**config.mk**
```make
export PLATFORM = sky130hd
export DESIGN_NAME = imas_ctrl
export DESIGN_NICKNAME = d
export VERILOG_FILES = /design/src/hdl/imas_pkg.sv /design/src/hdl/imas_ctrl.sv
export SDC_FILE = /design/constraint.sdc
export NUM_CORES = 1
export LEC_CHECK = 0
export BUFFER_PORTS_ARGS = -buffer_cell sky130_fd_sc_hd__buf_2
export CAP_MARGIN = 40
export CORE_UTILIZATION = 25
export CTS_CLUSTER_SIZE = 28
export DETAILED_ROUTE_END_ITERATION = 10
export HOLD_SLACK_MARGIN = 0.02
export SETUP_SLACK_MARGIN = 0.15
export SLEW_MARGIN = 40
export SYNTH_ARGS = -nofsm -noshare
export SYNTH_HDL_FRONTEND = slang
export SYNTH_SLANG_ARGS = --single-unit
```
**constraint.sdc**
```tcl
create_clock -name clk -period 2.9 [get_ports clk]
set_input_delay 0.145 -clock clk [delete_from_list [all_inputs] [get_ports clk]]
set_output_delay 0.145 -clock clk [all_outputs]
set_load 0.02 [all_outputs]
```
**src/hdl/imas_pkg.sv**
```systemverilog
// Package with the widths, heap entry type and controller/datapath signal groups.
`timescale 1ns / 1ps
package imas_pkg;

  localparam int HEAP_DEPTH = 256;
  localparam int AW = $clog2(HEAP_DEPTH);
  localparam int CW = AW + 1;
  localparam int TW = 48;
  localparam int MW = 32;
  localparam int DW = 32;

  localparam logic [1:0] ST_OK       = 2'd0;
  localparam logic [1:0] ST_OVERSIZE = 2'd1;
  localparam logic [1:0] ST_FULL     = 2'd2;

  typedef struct packed {
    logic [TW-1:0] finish;
    logic [MW-1:0] mem;
  } entry_t;

  localparam int EW = $bits(entry_t);

  // Commands from the controller to the datapath.
  typedef struct packed {
    logic load;
    logic pop_root;
    logic pop_last;
    logic pop_cur;
    logic sd_l;
    logic sd_r;
    logic sd_cmp;
    logic push;
    logic su_chk;
    logic su_cmp;
    logic set_over;
    logic set_full;
    logic finish;
  } cmd_t;

  // Status from the datapath to the controller.
  typedef struct packed {
    logic run_ok;
    logic need_gt_free;
    logic heap_empty;
    logic heap_full;
    logic l_in;
    logic sd_more;
    logic su_root;
    logic su_stop;
    logic last;
    logic out_busy;
  } stat_t;

endpackage

```
**src/hdl/imas_ctrl.sv**
```systemverilog
// Controller state machine sequencing admission, heap pops and heap pushes.
`timescale 1ns / 1ps
module imas_ctrl (
  input  logic            clk,
  input  logic            rst_n,
  input  logic            in_valid,
  output logic            in_ready,
  input  imas_pkg::stat_t stat,
  output imas_pkg::cmd_t  cmd
);

  typedef enum logic [10:0] {
    S_IDLE     = 11'b000_0000_0001,
    S_DEC      = 11'b000_0000_0010,
    S_POP_ROOT = 11'b000_0000_0100,
    S_POP_LAST = 11'b000_0000_1000,
    S_POP_CUR  = 11'b000_0001_0000,
    S_SD_L     = 11'b000_0010_0000,
    S_SD_R     = 11'b000_0100_0000,
    S_SD_CMP   = 11'b000_1000_0000,
    S_SU_CHK   = 11'b001_0000_0000,
    S_SU_CMP   = 11'b010_0000_0000,
    S_END      = 11'b100_0000_0000
  } state_t;

  state_t state_r, state_nxt;

  // State register.
  always_ff @(posedge clk) begin
    if (!rst_n) begin
      state_r <= S_IDLE;
    end else begin
      state_r <= state_nxt;
    end
  end

  assign in_ready = (state_r == S_IDLE);

  // Next state and commands.
  always_comb begin
    state_nxt = state_r;
    cmd       = '0;
    unique case (state_r)
      S_IDLE: begin
        if (in_valid) begin
          cmd.load  = 1'b1;
          state_nxt = S_DEC;
        end
      end
      S_DEC: begin
        priority if (!stat.run_ok) begin
          state_nxt = S_END;
        end else if (stat.need_gt_free && !stat.heap_empty) begin
          cmd.pop_root = 1'b1;
          state_nxt    = S_POP_ROOT;
        end else if (stat.need_gt_free) begin
          cmd.set_over = 1'b1;
          state_nxt    = S_END;
        end else if (stat.heap_full) begin
          cmd.set_full = 1'b1;
          state_nxt    = S_END;
        end else begin
          cmd.push  = 1'b1;
          state_nxt = S_SU_CHK;
        end
      end
      S_POP_ROOT: begin
        cmd.pop_last = 1'b1;
        state_nxt    = S_POP_LAST;
      end
      S_POP_LAST: begin
        cmd.pop_cur = 1'b1;
        state_nxt   = S_SD_L;
      end
      S_POP_CUR: begin
        state_nxt = S_SD_L;
      end
      S_SD_L: begin
        cmd.sd_l  = 1'b1;
        state_nxt = stat.l_in ? S_SD_R : S_DEC;
      end
      S_SD_R: begin
        cmd.sd_r  = 1'b1;
        state_nxt = S_SD_CMP;
      end
      S_SD_CMP: begin
        cmd.sd_cmp = 1'b1;
        state_nxt  = stat.sd_more ? S_SD_L : S_DEC;
      end
      S_SU_CHK: begin
        cmd.su_chk = 1'b1;
        state_nxt  = stat.su_root ? S_END : S_SU_CMP;
      end
      S_SU_CMP: begin
        cmd.su_cmp = 1'b1;
        state_nxt  = stat.su_stop ? S_END : S_SU_CHK;
      end
      S_END: begin
        if (!stat.last) begin
          state_nxt = S_IDLE;
        end else if (!stat.out_busy) begin
          cmd.finish = 1'b1;
          state_nxt  = S_IDLE;
        end
      end
      default: state_nxt = S_IDLE;
    endcase
  end

endmodule

```
# After elaboration in Yosys (flattened, before gate mapping)
# Cells that the tools add are included.
[classes] n_eq_ne=13 n_mux=38 reduce_logical=4
[ops] operator="11-bit one-hot mux with 10 select lines" n=1
[ops] operator="11-bit 2-to-1 mux" n=9
[ops] operator="1-bit 2-to-1 mux" n=23
[ops] operator="11-bit by 1-bit equality test with 1-bit output (second input constant)" n=1
[ops] operator="11-bit by 10-bit equality test with 1-bit output (second input constant)" n=1
[ops] operator="11-bit equality test (second input constant)" n=1
[ops] operator="11-bit by 2-bit equality test with 1-bit output (second input constant)" n=1
[ops] operator="11-bit by 3-bit equality test with 1-bit output (second input constant)" n=1
[ops] operator="11-bit by 4-bit equality test with 1-bit output (second input constant)" n=1
[ops] operator="11-bit by 5-bit equality test with 1-bit output (second input constant)" n=1
[ops] operator="11-bit by 6-bit equality test with 1-bit output (second input constant)" n=1
[ops] operator="11-bit by 7-bit equality test with 1-bit output (second input constant)" n=1
[ops] operator="11-bit by 8-bit equality test with 1-bit output (second input constant)" n=1
[ops] operator="11-bit by 9-bit equality test with 1-bit output (second input constant)" n=1
[ops] operator="7-bit 2-to-1 mux" n=1
[ops] operator="2-bit 2-to-1 mux" n=3
[ops] operator="6-bit 2-to-1 mux" n=1
[ops] operator="3-bit inequality test (second input constant)" n=1
[ops] operator="2-bit inequality test (second input constant)" n=1
[ops] operator="2-bit AND reduction" n=1
[ops] operator="2-bit OR reduction" n=1
[ops] operator="1-bit logical AND" n=1
[ops] operator="1-bit zero test" n=1
[totals] regBits=11 in_bits=13 word_cells=56

# Depth between registers and ports, before layout
[depth] ltp_word=5 depth_mapped=6 depth_no_buf=5

# Least setup slack after synthesis
# No wires, ideal clock.
[synth_timing] kind="reg-to-output" start="reg state_r[0]" end="out cmd[11] (netlist name)" arrival_time_ps=1803 required_time_ps=2755 slack_ps=952 path_stages_with_launch=6 path_cell_list="dfxtp_1 buf_6 or4_4 nor3b_2 nand4b_2 nor3_1"
[synth_lines] item="start, declared" line_no="imas_ctrl.sv:26" source="state_t state_r, state_nxt;"
[synth_lines] item="start signal, assigned" line_no="imas_ctrl.sv:33" source="state_r <= state_nxt;"
[synth_lines] item="end, declared" line_no="imas_ctrl.sv:9" source="output imas_pkg::cmd_t cmd"

==> impl_metrics.ini <==
[outcome]
status = completed

[clock_network]
cts_tree = yes
ctsResizeCount = 0
clk_latency_ps = 270
numCtsBuffers = 3
clk_pin_slew_ps = 60
clock-root-buffer = clkbuf_4
cts_setup_buffers = 0
clk_path_buf_depth = 2
cts_max_level = 1
ctsHoldBuffers = 0
clock_sinks = 10

[setup_path]
cp.arrival_ps = 2060
crit_path_max_incr_delay_ps = 570
cp-start-kind = flip-flop
endpoint_kind = output pin
crit_chain = or4_4 -> nor3b_2 -> nand4b_2 -> nor3_2 -> buf_2
worstSetupPathType = flip-flop to output pin
cp_max_fo = 8
critPathRequiredTime_ps = 2760
slowest_stage = or4_4

[synthesis]
syn_inst = 88
synth_warnings = 0
yosysUniqueCellTypes = 38
synth_area_um2 = 713
synth_seq_cells = 10
ys_seq_area_share_pct = 28.1
avgSynthCellArea_um2 = 8.10
syn_nets = 101

[finish]
fin_nets = 130
largest_register = state_r
area.growth.synth_to_final_pct = 26.7
finish.utilization_pct = 33.0
top_regs = state_r (10)
antenna_cells = 0
largest_register_ff_count = 10
instances_no_fill = 147
drive_gt1_share_pct = 38.8

[power_and_ir_drop]
peakVddDrop_mv = 0.236
p_sw_share_pct = 31.6
p_leak_nw = 0.420
p_int_w = 0.000270
combinationalPowerShare_pct = 29.0
switchingPower_w = 0.000125
clockPowerShare_pct = 31.4
power_density_nw_per_um2 = 437
total_power_w = 0.000395
p_seq_share_pct = 39.6

[drt]
wire_per_inst_um = 11.8
routed_wl_um = 1740
wl_met1_um = 776
drt_iter0_drc = 6
vias = 744
drc = 0
viasPerCell = 5.06
top_layer = met4
met2_length_um = 826
antenna_left = 0
routed-wl-met3_um = 97
first_pass_iters = 4

[floorplanning]
die_x_um = 55.4
start_util_pct = 26.1
die_h_um = 55.4
io_pins = 27
core_um2 = 2730
die_area_um2 = 3070
num_rows = 19

[sta]
maxSlewHeadroom_pct = 66.8
tightestPinTransition_ps = 494
finalSetupViolations = 0
post-route-period-util_pct = 76.0
final_max_slew_viol_count = 0
skew_ps = 4.77
fmax_mhz = 454
rsz0062_at_grt = false
finalHoldViolCount = 0
fin_setup_tns_ps = 0
min_period_ps = 2200

[global_route]
grt_pass1_vias = 679
overflow = 0
grt_pass1_wl_um = 2880
track_usage_pct = 11.8
grt_antenna_before_repair = 0
grt_max_degree = 12

[place]
routabilityCongestion = 0.742
dp_hpwl_um = 1430
io_buffers = 26
dpl.cell_count = 143

[flow_run]
max_cap_violations = 0

[worst_hold_path]
hp-class = input port to flip-flop
## Yosys cell counts, drive strengths merged
master  instances  area share, %
clkbuf          1           0.53
and2            1           0.88
inv             5            2.6
o21bai          1            1.1
a21o            1            1.2
and3b           2            2.6
o31ai           1            1.1
buf             1            1.6
nand2b          1            1.9
a22oi           1            1.1
xor2            1            1.2
nor2           12            6.3
nand4b          2            3.3
dfxtp          10             28
nand3           1           0.70
o41ai           1            2.3
and2b           1            1.2
or4b            1            1.4
and3            1           0.88
o211ai          1            1.1
or4             3            4.0
nor3            7            7.0
nor2b           2            1.8
or2             1           0.88
nor4            4            5.6
a31oi           1           0.88
a311o           1            1.4
nand2          11            5.8
a21oi           5            3.5
o21ai           1           0.70
o21ba           1            1.4
nor3b           5            6.0
## layer usage
layer / global-route usage [%] / vias to the layer above
met5: 0 / -
met2: 18.6 / 24
met4: 7.14 / 0
met3: 2.81 / 4
li1: - / 375
met1: 14.6 / 341
## through the flow
step / cell area (um2) / hold WS (ps) / setup WS (ps)
6_report: 903 / 84.3 / 697
5_1_grt: 903 / 88.7 / 541
4_1_cts: 903 / 75.8 / 682
3_5_place_dp: 867 / 356 / 979
3_3_place_gp: 867 / 359 / 993
2_1_floorplan: 713 / 223 / 952
## power groups by stage
stage | logic (W) | clock network [W] | registers [W]
finish | 0.000115 | 0.000124 | 0.000157
global route | 0.000125 | 0.000135 | 0.000159
CTS | 0.000115 | 0.000127 | 0.000156
detailed placement | 0.000115 | 0 | 0.000159
global placement | 0.000114 | 0 | 0.000159
floorplan | 0.0000948 | 0 | 0.000152
## logic make-up after synthesis
| kind of cell | Yosys count | synth area share, % |
|---|---|---|
| compound gates | 15 | 15.6 |
| simple gates | 55 | 50.4 |
| flops | 10 | 28.1 |
| buf+inv | 7 | 4.74 |
| xor+xnor | 1 | 1.23 |
## final timing paths
path / to / slack, ps / start / cells after the start
setup / recovery: cmd[5] / 700 / state_r[8]$_SDFFE_PN0P_ / 5
hold / removal: state_r[2]$_SDFFE_PN0P_ / 80 / stat[7] / 2
setup reg to reg: state_r[8]$_SDFFE_PN0P_ / 1030 / state_r[8]$_SDFFE_PN0P_ / 5
hold reg to reg: state_r[10]$_SDFFE_PN0P_ / 610 / state_r[1]$_SDFFE_PN0P_ / 2
## placed cells by master, fill, tap and decap left out, types with 2 or more instances in the layout
| cell type | count |
|---|---|
| buf_2 | 26 |
| nor2_1 | 12 |
| nand2_1 | 11 |
| dfxtp_1 | 10 |
| inv_1 | 5 |
| a21oi_1 | 5 |
| nor3_1 | 4 |
| nor3b_1 | 4 |
| nor3_2 | 3 |
| nor4_1 | 3 |
| clkbuf_4 | 3 |
| or4_2 | 2 |
| nor2b_1 | 2 |
## layout make-up
cell class	instances	area [um2]
multi-input combinational	71	479
sequential	10	200
fill	289	1830
clock buffer	4	36.3
inverter	5	18.8
tap	31	38.8
timing repair buffer	26	130
## worst max-delay path: cells and delay by family, from the launching register on
kind,cells,cell delay [ps]
AND/OR/NAND/NOR,4,1220
flip-flops,1,380
buffers and inverters,1,200
No activity file was read; power rests on OpenSTA's default activity.
